**src/design/voa_pkg.sv**
```systemverilog
// ----------------------------------------------------------------------------
// voa_pkg
// shared constants, codes and types of the voice allocator
// ----------------------------------------------------------------------------
package voa_pkg;

   localparam int VOICES    = 32;
   localparam int TIME_BITS = 48;
   localparam int IDX_W     = (VOICES > 1) ? $clog2(VOICES) : 1;
   localparam int GRP_W     = 8;
   localparam int TAG_W     = 8;
   localparam int FIN_W     = 5;
   localparam int OFFS_W    = 16;
   localparam int OUT_IDX_W = 5;
   localparam int MASK_W    = 32;
   // wide enough for both a finished-voice number and a cell index
   localparam int CMP_W     = (IDX_W > FIN_W) ? IDX_W + 1 : FIN_W + 1;

   // operation codes
   localparam logic [1:0] OP_TRIGGER  = 2'd0;
   localparam logic [1:0] OP_FINISHED = 2'd1;
   localparam logic [1:0] OP_SIL_TAG  = 2'd2;
   localparam logic [1:0] OP_SIL_ALL  = 2'd3;

   // candidate ranks, lower wins
   localparam logic [1:0] RANK_FREE  = 2'd0;
   localparam logic [1:0] RANK_OTHER = 2'd1;
   localparam logic [1:0] RANK_SAME  = 2'd2;

   typedef logic [IDX_W-1:0]     idx_type;
   typedef logic [TIME_BITS-1:0] time_type;

   // running best voice handed along the row
   typedef struct packed {
      logic       valid;
      logic [1:0] rank;
      idx_type    idx;
      time_type   start;
   } cand_type;

   // broadcast from the sequencer to every cell
   typedef struct packed {
      logic             clear_all;
      logic             clear_tag;
      logic             clear_fin;
      logic             clear_cut;
      logic [TAG_W-1:0] tag;
      logic [FIN_W-1:0] fin;
      logic [GRP_W-1:0] grp;
      logic             write_en;
      idx_type          write_idx;
      time_type         start;
   } cmd_type;

endpackage

```
**src/design/voa_cell.sv**
```systemverilog
// ----------------------------------------------------------------------------
// voa_cell
// one voice: its state, its silencing match and one stage of the search row
// ----------------------------------------------------------------------------
module voa_cell
   import voa_pkg::*;
(
   input  logic     clock,
   input  logic     reset,
   input  idx_type  my_index,
   input  cmd_type  cmd,
   input  cand_type cand_in,
   output cand_type cand_out,
   output logic     freed
);

   logic             playing_ff, playing_in;
   logic [GRP_W-1:0] grp_ff;
   logic [TAG_W-1:0] tag_ff;
   time_type         start_ff;
   cand_type         cand_ff, cand_in_next;
   logic             clear;
   logic             write_me;
   logic [1:0]       my_rank;
   logic             take_mine;

   always_comb begin
      clear = cmd.clear_all
            | (cmd.clear_tag & (tag_ff == cmd.tag))
            | (cmd.clear_fin & (CMP_W'(cmd.fin) == CMP_W'(my_index)))
            | (cmd.clear_cut & playing_ff & (grp_ff == cmd.grp));
      freed    = playing_ff & clear;
      write_me = cmd.write_en & (cmd.write_idx == my_index);
   end

   always_comb begin
      playing_in = playing_ff;
      if (clear) begin
         playing_in = 1'b0;
      end
      if (write_me) begin
         playing_in = 1'b1;
      end
   end

   // search stage: keep the incoming candidate unless this voice beats it
   always_comb begin
      if (!playing_ff) begin
         my_rank = RANK_FREE;
      end else if (grp_ff != cmd.grp) begin
         my_rank = RANK_OTHER;
      end else begin
         my_rank = RANK_SAME;
      end
      take_mine = !cand_in.valid
                | (my_rank < cand_in.rank)
                | ((my_rank == cand_in.rank) & (my_rank != RANK_FREE)
                   & (start_ff < cand_in.start));
      if (take_mine) begin
         cand_in_next.valid = 1'b1;
         cand_in_next.rank  = my_rank;
         cand_in_next.idx   = my_index;
         cand_in_next.start = start_ff;
      end else begin
         cand_in_next = cand_in;
      end
   end

   always_ff @(posedge clock) begin
      if (reset) begin
         playing_ff <= 1'b0;
         cand_ff    <= '0;
      end else begin
         playing_ff <= playing_in;
         cand_ff    <= cand_in_next;
      end
   end

   always_ff @(posedge clock) begin
      if (write_me) begin
         grp_ff   <= cmd.grp;
         tag_ff   <= cmd.tag;
         start_ff <= cmd.start;
      end
   end

   assign cand_out = cand_ff;

endmodule

```
**config.mk**
```make
export PLATFORM = sky130hd
export DESIGN_NAME = voa_cell
export DESIGN_NICKNAME = d
export VERILOG_FILES = /design/src/design/voa_pkg.sv /design/src/design/voa_cell.sv
export SDC_FILE = /design/constraint.sdc
export NUM_CORES = 1
export LEC_CHECK = 0
export BUFFER_PORTS_ARGS = -buffer_cell sky130_fd_sc_hd__buf_2
export CORE_MARGIN = 4
export CORE_UTILIZATION = 45
export CTS_CLUSTER_SIZE = 20
export DETAILED_ROUTE_END_ITERATION = 16
export PLACE_DENSITY = 0.74
export SLEW_MARGIN = 20
export SYNTH_ARGS = -nofsm -noshare
export SYNTH_HDL_FRONTEND = slang
export SYNTH_SLANG_ARGS = --single-unit
```
**constraint.sdc**
```tcl
create_clock -name clock -period 3.2 [get_ports clock]
set_input_delay 0.16 -clock clock [delete_from_list [all_inputs] [get_ports clock]]
set_output_delay 0.16 -clock clock [all_outputs]
set_load 0.03 [all_outputs]
```
# Yosys cells after proc, flatten, opt, wreduce, memory -nomap -nowiden
# Index checks and enable logic that the tools add are counted.
[word_totals]
regBits = 121
inputBits = 142
output_inout_bits = 57
[op_classes]
n_lt_le_gt_ge = 2
eq_ne = 6
muxes = 5
bitwise_logic = 13
reduce_logical = 3
[ops]
columns = ["op", "count"]
rows = [
  ["2-to-1 mux 56 bit", 1],
  ["less-than comparator 48 bit", 1],
  ["equality test 8 bit", 2],
  ["equality test 5 bit", 2],
  ["bitwise AND 1 bit", 8],
  ["inequality test 8 bit", 1],
  ["OR 1 bit", 5],
  ["2-to-1 mux 2 bit", 2],
  ["nonzero test 2 bit", 2],
  ["equality test 2 bit", 1],
  ["less-than comparator 2 bit", 1],
  ["2-to-1 mux 1 bit", 2],
  ["logical NOT 1 bit", 1],
]

# Logic depth before layout (Yosys ltp)
[logic_depth]
depth_word = 8
ltp_mapped = 12

# Worst setup path before layout
# OpenSTA, ideal clock, no wires.
[synth_timing]
kind = "register to register"
startpoint = "register grp_ff[6]"
endpoint = "register cand_ff, in the netlist cand_out[54]"
setup_ns = 0.072
arrival_ns = 2.541
required_time_ns = 3.128
path_slack_ns = 0.587
stages_incl_launch_ff = 13
n_path_buf = 2
cell_sequence = "edfxtp_1 > xnor2_1 > nand2_1 > nor4_1 > ha_1 > nor2b_1 > o21ai_0 > nor3_1 > o31a_1 > a211oi_1 > buf_6 > buf_12 > mux2i_1"
[synth_between]
elab_chain_cells = 8
[synth_lines]
columns = ["item", "line", "text"]
rows = [
  ["from (decl)", "voa_cell.sv:18", "logic [GRP_W-1:0] grp_ff;"],
  ["from (signal assigned)", "voa_cell.sv:81", "grp_ff <= cmd.grp;"],
  ["inequality test 8 bit *", "voa_cell.sv:50", "end else if (grp_ff != cmd.grp) begin"],
  ["2-to-1 mux 2 bit *", "voa_cell.sv:50", ""],
  ["2-to-1 mux 2 bit *", "voa_cell.sv:48", "if (!playing_ff) begin"],
  ["equality test 2 bit or nonzero test 2 bit (tied branches)", "voa_cell.sv:57", "| ((my_rank == cand_in.rank) & (my_rank != RANK_FREE)"],
  ["bitwise AND 1 bit", "voa_cell.sv:57", ""],
  ["bitwise AND 1 bit", "voa_cell.sv:58", "& (start_ff < cand_in.start));"],
  ["OR 1 bit", "voa_cell.sv:57", ""],
  ["2-to-1 mux 56 bit *", "voa_cell.sv:59", "if (take_mine) begin"],
  ["to (signal assigned)", "voa_cell.sv:75", "cand_ff <= cand_in_next;"],
  ["to (decl)", "voa_cell.sv:21", "cand_type cand_ff, cand_in_next;"],
]
# Every way passes the cells marked *; elsewhere a longest branch is shown, timed or not.
# A chain may end at the register's enable or synchronous reset.

# Final worst setup path
[layout_timing]
startpoint = "input port cmd[55] in the netlist's numbering"
endpoint = "register cand_ff, in the netlist cand_out[30]"
[layout_between]
elab_chain_cells = 8
[layout_lines]
columns = ["item", "line", "text"]
rows = [
  ["from (decl)", "voa_cell.sv:11", "input cmd_type cmd,"],
  ["inequality test 8 bit *", "voa_cell.sv:50", ""],
  ["2-to-1 mux 2 bit *", "voa_cell.sv:50", ""],
  ["2-to-1 mux 2 bit *", "voa_cell.sv:48", ""],
  ["equality test 2 bit or nonzero test 2 bit (tied branches)", "voa_cell.sv:57", ""],
  ["bitwise AND 1 bit", "voa_cell.sv:57", ""],
  ["bitwise AND 1 bit", "voa_cell.sv:58", ""],
  ["OR 1 bit *", "voa_cell.sv:57", ""],
  ["2-to-1 mux 56 bit *", "voa_cell.sv:59", ""],
]
# Marks and branches as above.

==> metrics.txt <==
worst setup path endpoint cand_out[30]$_SDFF_PP0_; count of boundary I/O pins 199; drt first-iter violations 313; Critical Path AT 3.27 ns; Internal Power between 3 and 4 mW; final wirelength 16.0 mm; GRT overflow 0; register area approximately 0.0031 mm^2; vias in the first global route 5368; die area 0.0149 mm^2; post-synthesis cell type count 40; die height 122 um; core area approximately 0.013 mm^2; Critical Path Source Type input port; FP Rows 41; Sw Ratio roughly a quarter; Main synth FF type edfxtp_1; dpl ws between 0.15 and 0.2 ns; mux contribution to synthesized area 9.41%; Flop pwr share 41.7%; vias after detailed routing 4971; Filler Cell Count 915; Hold Path Class input port to flop; Worst slew margin between 50 and 60%; power share of the combinational group 13.9%; pin count of the biggest net entering global routing 66; Syn Inst Count roughly 530; final hold vios 0; status complete, no violations; share of layout cells above drive strength 1 28.5%; xor/xnor share of the synthesized area 3.89%; R2R Setup Slk 0.28 ns; Mapped Area 0.00585 mm^2; die width around 120 um; worst clock skew 0.0108 ns; total CTS buffers 17; crit share post-route between 90% and 100%; P_leak approximately 4.3 nW; sequential element share of the synthesized area 52.4%; Synth Area in Adders 10.5%; sw power 978 uW; Seq cells post-synth 121; H-tree lvl count 4; commonest non-fill, non-tap cell in the layout buf_2; post-DR wirelength/cell 15.7 um; clock latency on the worst-skew pair 0.41 ns; global-route wire length before repair 25.1 mm; Worst-Margin Slew 0.630 ns; final setup margin 0.262 ns; R2R cell count 11; Setup CP Type input port to flop; Starting Density 46.2%; ys async rst share 0%; top cells by area, synth edfxtp_1, dfxtp_1, ha_1; FMAX ~340 MHz; R2R Path Start grp_ff[4]$_DFFE_PP_; first-pass detailed-route iteration total 5; critical path startpoint cmd[55]; Setup Viol. Count Final 0; dpl cells 883; critical-path maximum fanout 38; Final Critical Period around 3 ns; dpl hpwl 10.5 mm; slowest cell delay on critical path about 0.54 ns; top cell type's share of synthesized area 32.8%; fin cells between 1000 and 1500; Setup TNS Final 0 ns; DP Area 0.00692 mm^2; Area growth syn-to-layout 46.1%; Power Dens Cells ~480 mW/mm^2; crit path cell chain dlygate4sd3_1, buf_2, xnor2_1, nand2_1, nor4_2, ha_1, nor2b_1, o21ai_0, nor3_1, o31a_1, a211oi_4, buf_12, mux2i_1; Root Driver clkbuf_16; Inserted Diodes 0; CTS clk-pin slew, worst paths 0.05 ns; Mapped Nets about 720; leading area contributor after synthesis edfxtp_1; Worst IR Drop VDD 328 uV; Mean Syn Cell Area 11.1 um^2; # Max-Cap Violations 0; Post-synth EDFFs 64; commonest non-fill, non-tap cells in the layout buf_2, nand2_1, dlygate4sd3_1; YS warnings 0; power share of the clock group 44.4%; clock sink total roughly 120; crit end category flop; post-synthesis compound-gate area fraction 4.83%; CP max stage cell dlygate4sd3_1; final slew viol count 0; CTS tree yes; Req. time, crit path 3.53 ns; initial antenna violation count 0; area of the multi-input gates between 0.002 and 0.0025 mm^2; RSZ-0062 raised after global routing false; post-route ant nets 0; DRC viols 0; simple-gate share of the synthesized area 12.0%; worst-case clock buffer depth 2; Via density 4.87; nets 1026; GPL Wtd Cong 0.873; port buffer count 198; Final Instance Area 0.00855 mm^2; main combinational cell family by area after synthesis simple AND/OR/NAND/NOR gates; gr usage total 22.0%; Critical R2R Capture cand_out[30]$_SDFF_PP0_
routing by layer:
metal	global-route usage, %	share of wire, %	vias up
met4	9.10	2.5	0
met5	0	0	-
li1	-	-	2426
met1	23.1	38	2316
met3	6.96	8.1	35
met2	40.3	51	194
kinds of logic (layout without fill, tap and decap cells):
logic type,count (synthesis),after routing
simple gates,163,163
flops,121,121
buf+inv,68,391
mux,55,55
fa+ha+maj,49,49
compound gates,43,43
xor+xnor,26,26
worst max-delay path: cells and delay by family:
kind                     cells  cell delay, ns
buffers and inverters        3            0.99
adder cells (fa/ha/maj)      1            0.30
AO/OA/AOI/OAI                3            0.70
AND/OR/NAND/NOR              4            0.68
multiplexers                 1            0.25
XOR/XNOR                     1            0.17
registers in the layout, summed over array words and instances (netlist names):
signal and flops:
cand_out 56, grp_ff 8, playing_ff 1, start_ff 48, tag_ff 8
stage by stage:
| step | hold slack, ns | power (mW) | utilization [%] |
|---|---|---|---|
| after floorplan | 0.232 | 2.02 | - |
| after global placement | 0.337 | 2.19 | 54.6 |
| after detailed placement | 0.338 | 2.20 | 54.6 |
| after CTS | 0.000975 | 4.13 | 67.4 |
| after global routing | 0.0132 | 4.26 | 67.4 |
| final | 0.0196 | 4.11 | 67.4 |
worst min-delay path by stage:
stage                      from                      end  slack (ns)  cells past startpoint
finish              cand_in[16]  cand_out[16]$_SDFF_PP0_        0.02                      3
global route        cand_in[16]  cand_out[16]$_SDFF_PP0_        0.01                      3
CTS                  cand_in[3]   cand_out[3]$_SDFF_PP0_       0.001                      3
detailed placement       cmd[6]    start_ff[6]$_DFFE_PP_        0.34                      1
global placement         cmd[2]    start_ff[2]$_DFFE_PP_        0.34                      1
floorplan                 reset  playing_ff$_SDFFE_PP0P_        0.23                      1
synthesized netlist by cell type, types with 2 or more instances:
master / n
nor3_1: 3
nand2_1: 124
nor2b_1: 2
a21o_1: 5
nor4_1: 4
inv_1: 50
o21ai_0: 7
a21oi_1: 17
dlygate4sd3_1: 10
mux2i_1: 55
edfxtp_1: 64
nand2b_1: 3
buf_6: 2
xnor2_1: 18
nand3_1: 5
xor2_1: 8
dfxtp_1: 57
a221oi_2: 2
and3_1: 2
o31ai_1: 2
nand4_1: 8
nor2_1: 5
buf_12: 5
a211oi_1: 2
or3_1: 2
ha_1: 49
final cells by class:
type | count | area share, %
Clock buffer | 23 | 5.84
Clock inverter | 9 | 0.820
Inverter | 50 | 2.21
Multi-Input combinational cell | 336 | 28.0
Sequential cell | 121 | 35.8
Tap cell | 172 | 2.52
Timing Repair Buffer | 309 | 24.8
power by group through the flow:
stage / clock network (mW) / logic [mW] / registers, mW
floorplan: 0 / 0.206 / 1.82
global placement: 0 / 0.447 / 1.74
detailed placement: 0 / 0.462 / 1.74
CTS: 1.85 / 0.564 / 1.71
global route: 1.92 / 0.625 / 1.72
finish: 1.82 / 0.572 / 1.71
repair_timing:
action / in CTS / in global routing
setup buffers: 0 / 0
hold buffers: 105 / 0
endpoints found under the hold margin: 105 / 0
endpoints found under the setup margin: 0 / 49
gates resized for setup: 0 / 2
Power figures use the tool's default switching activity.
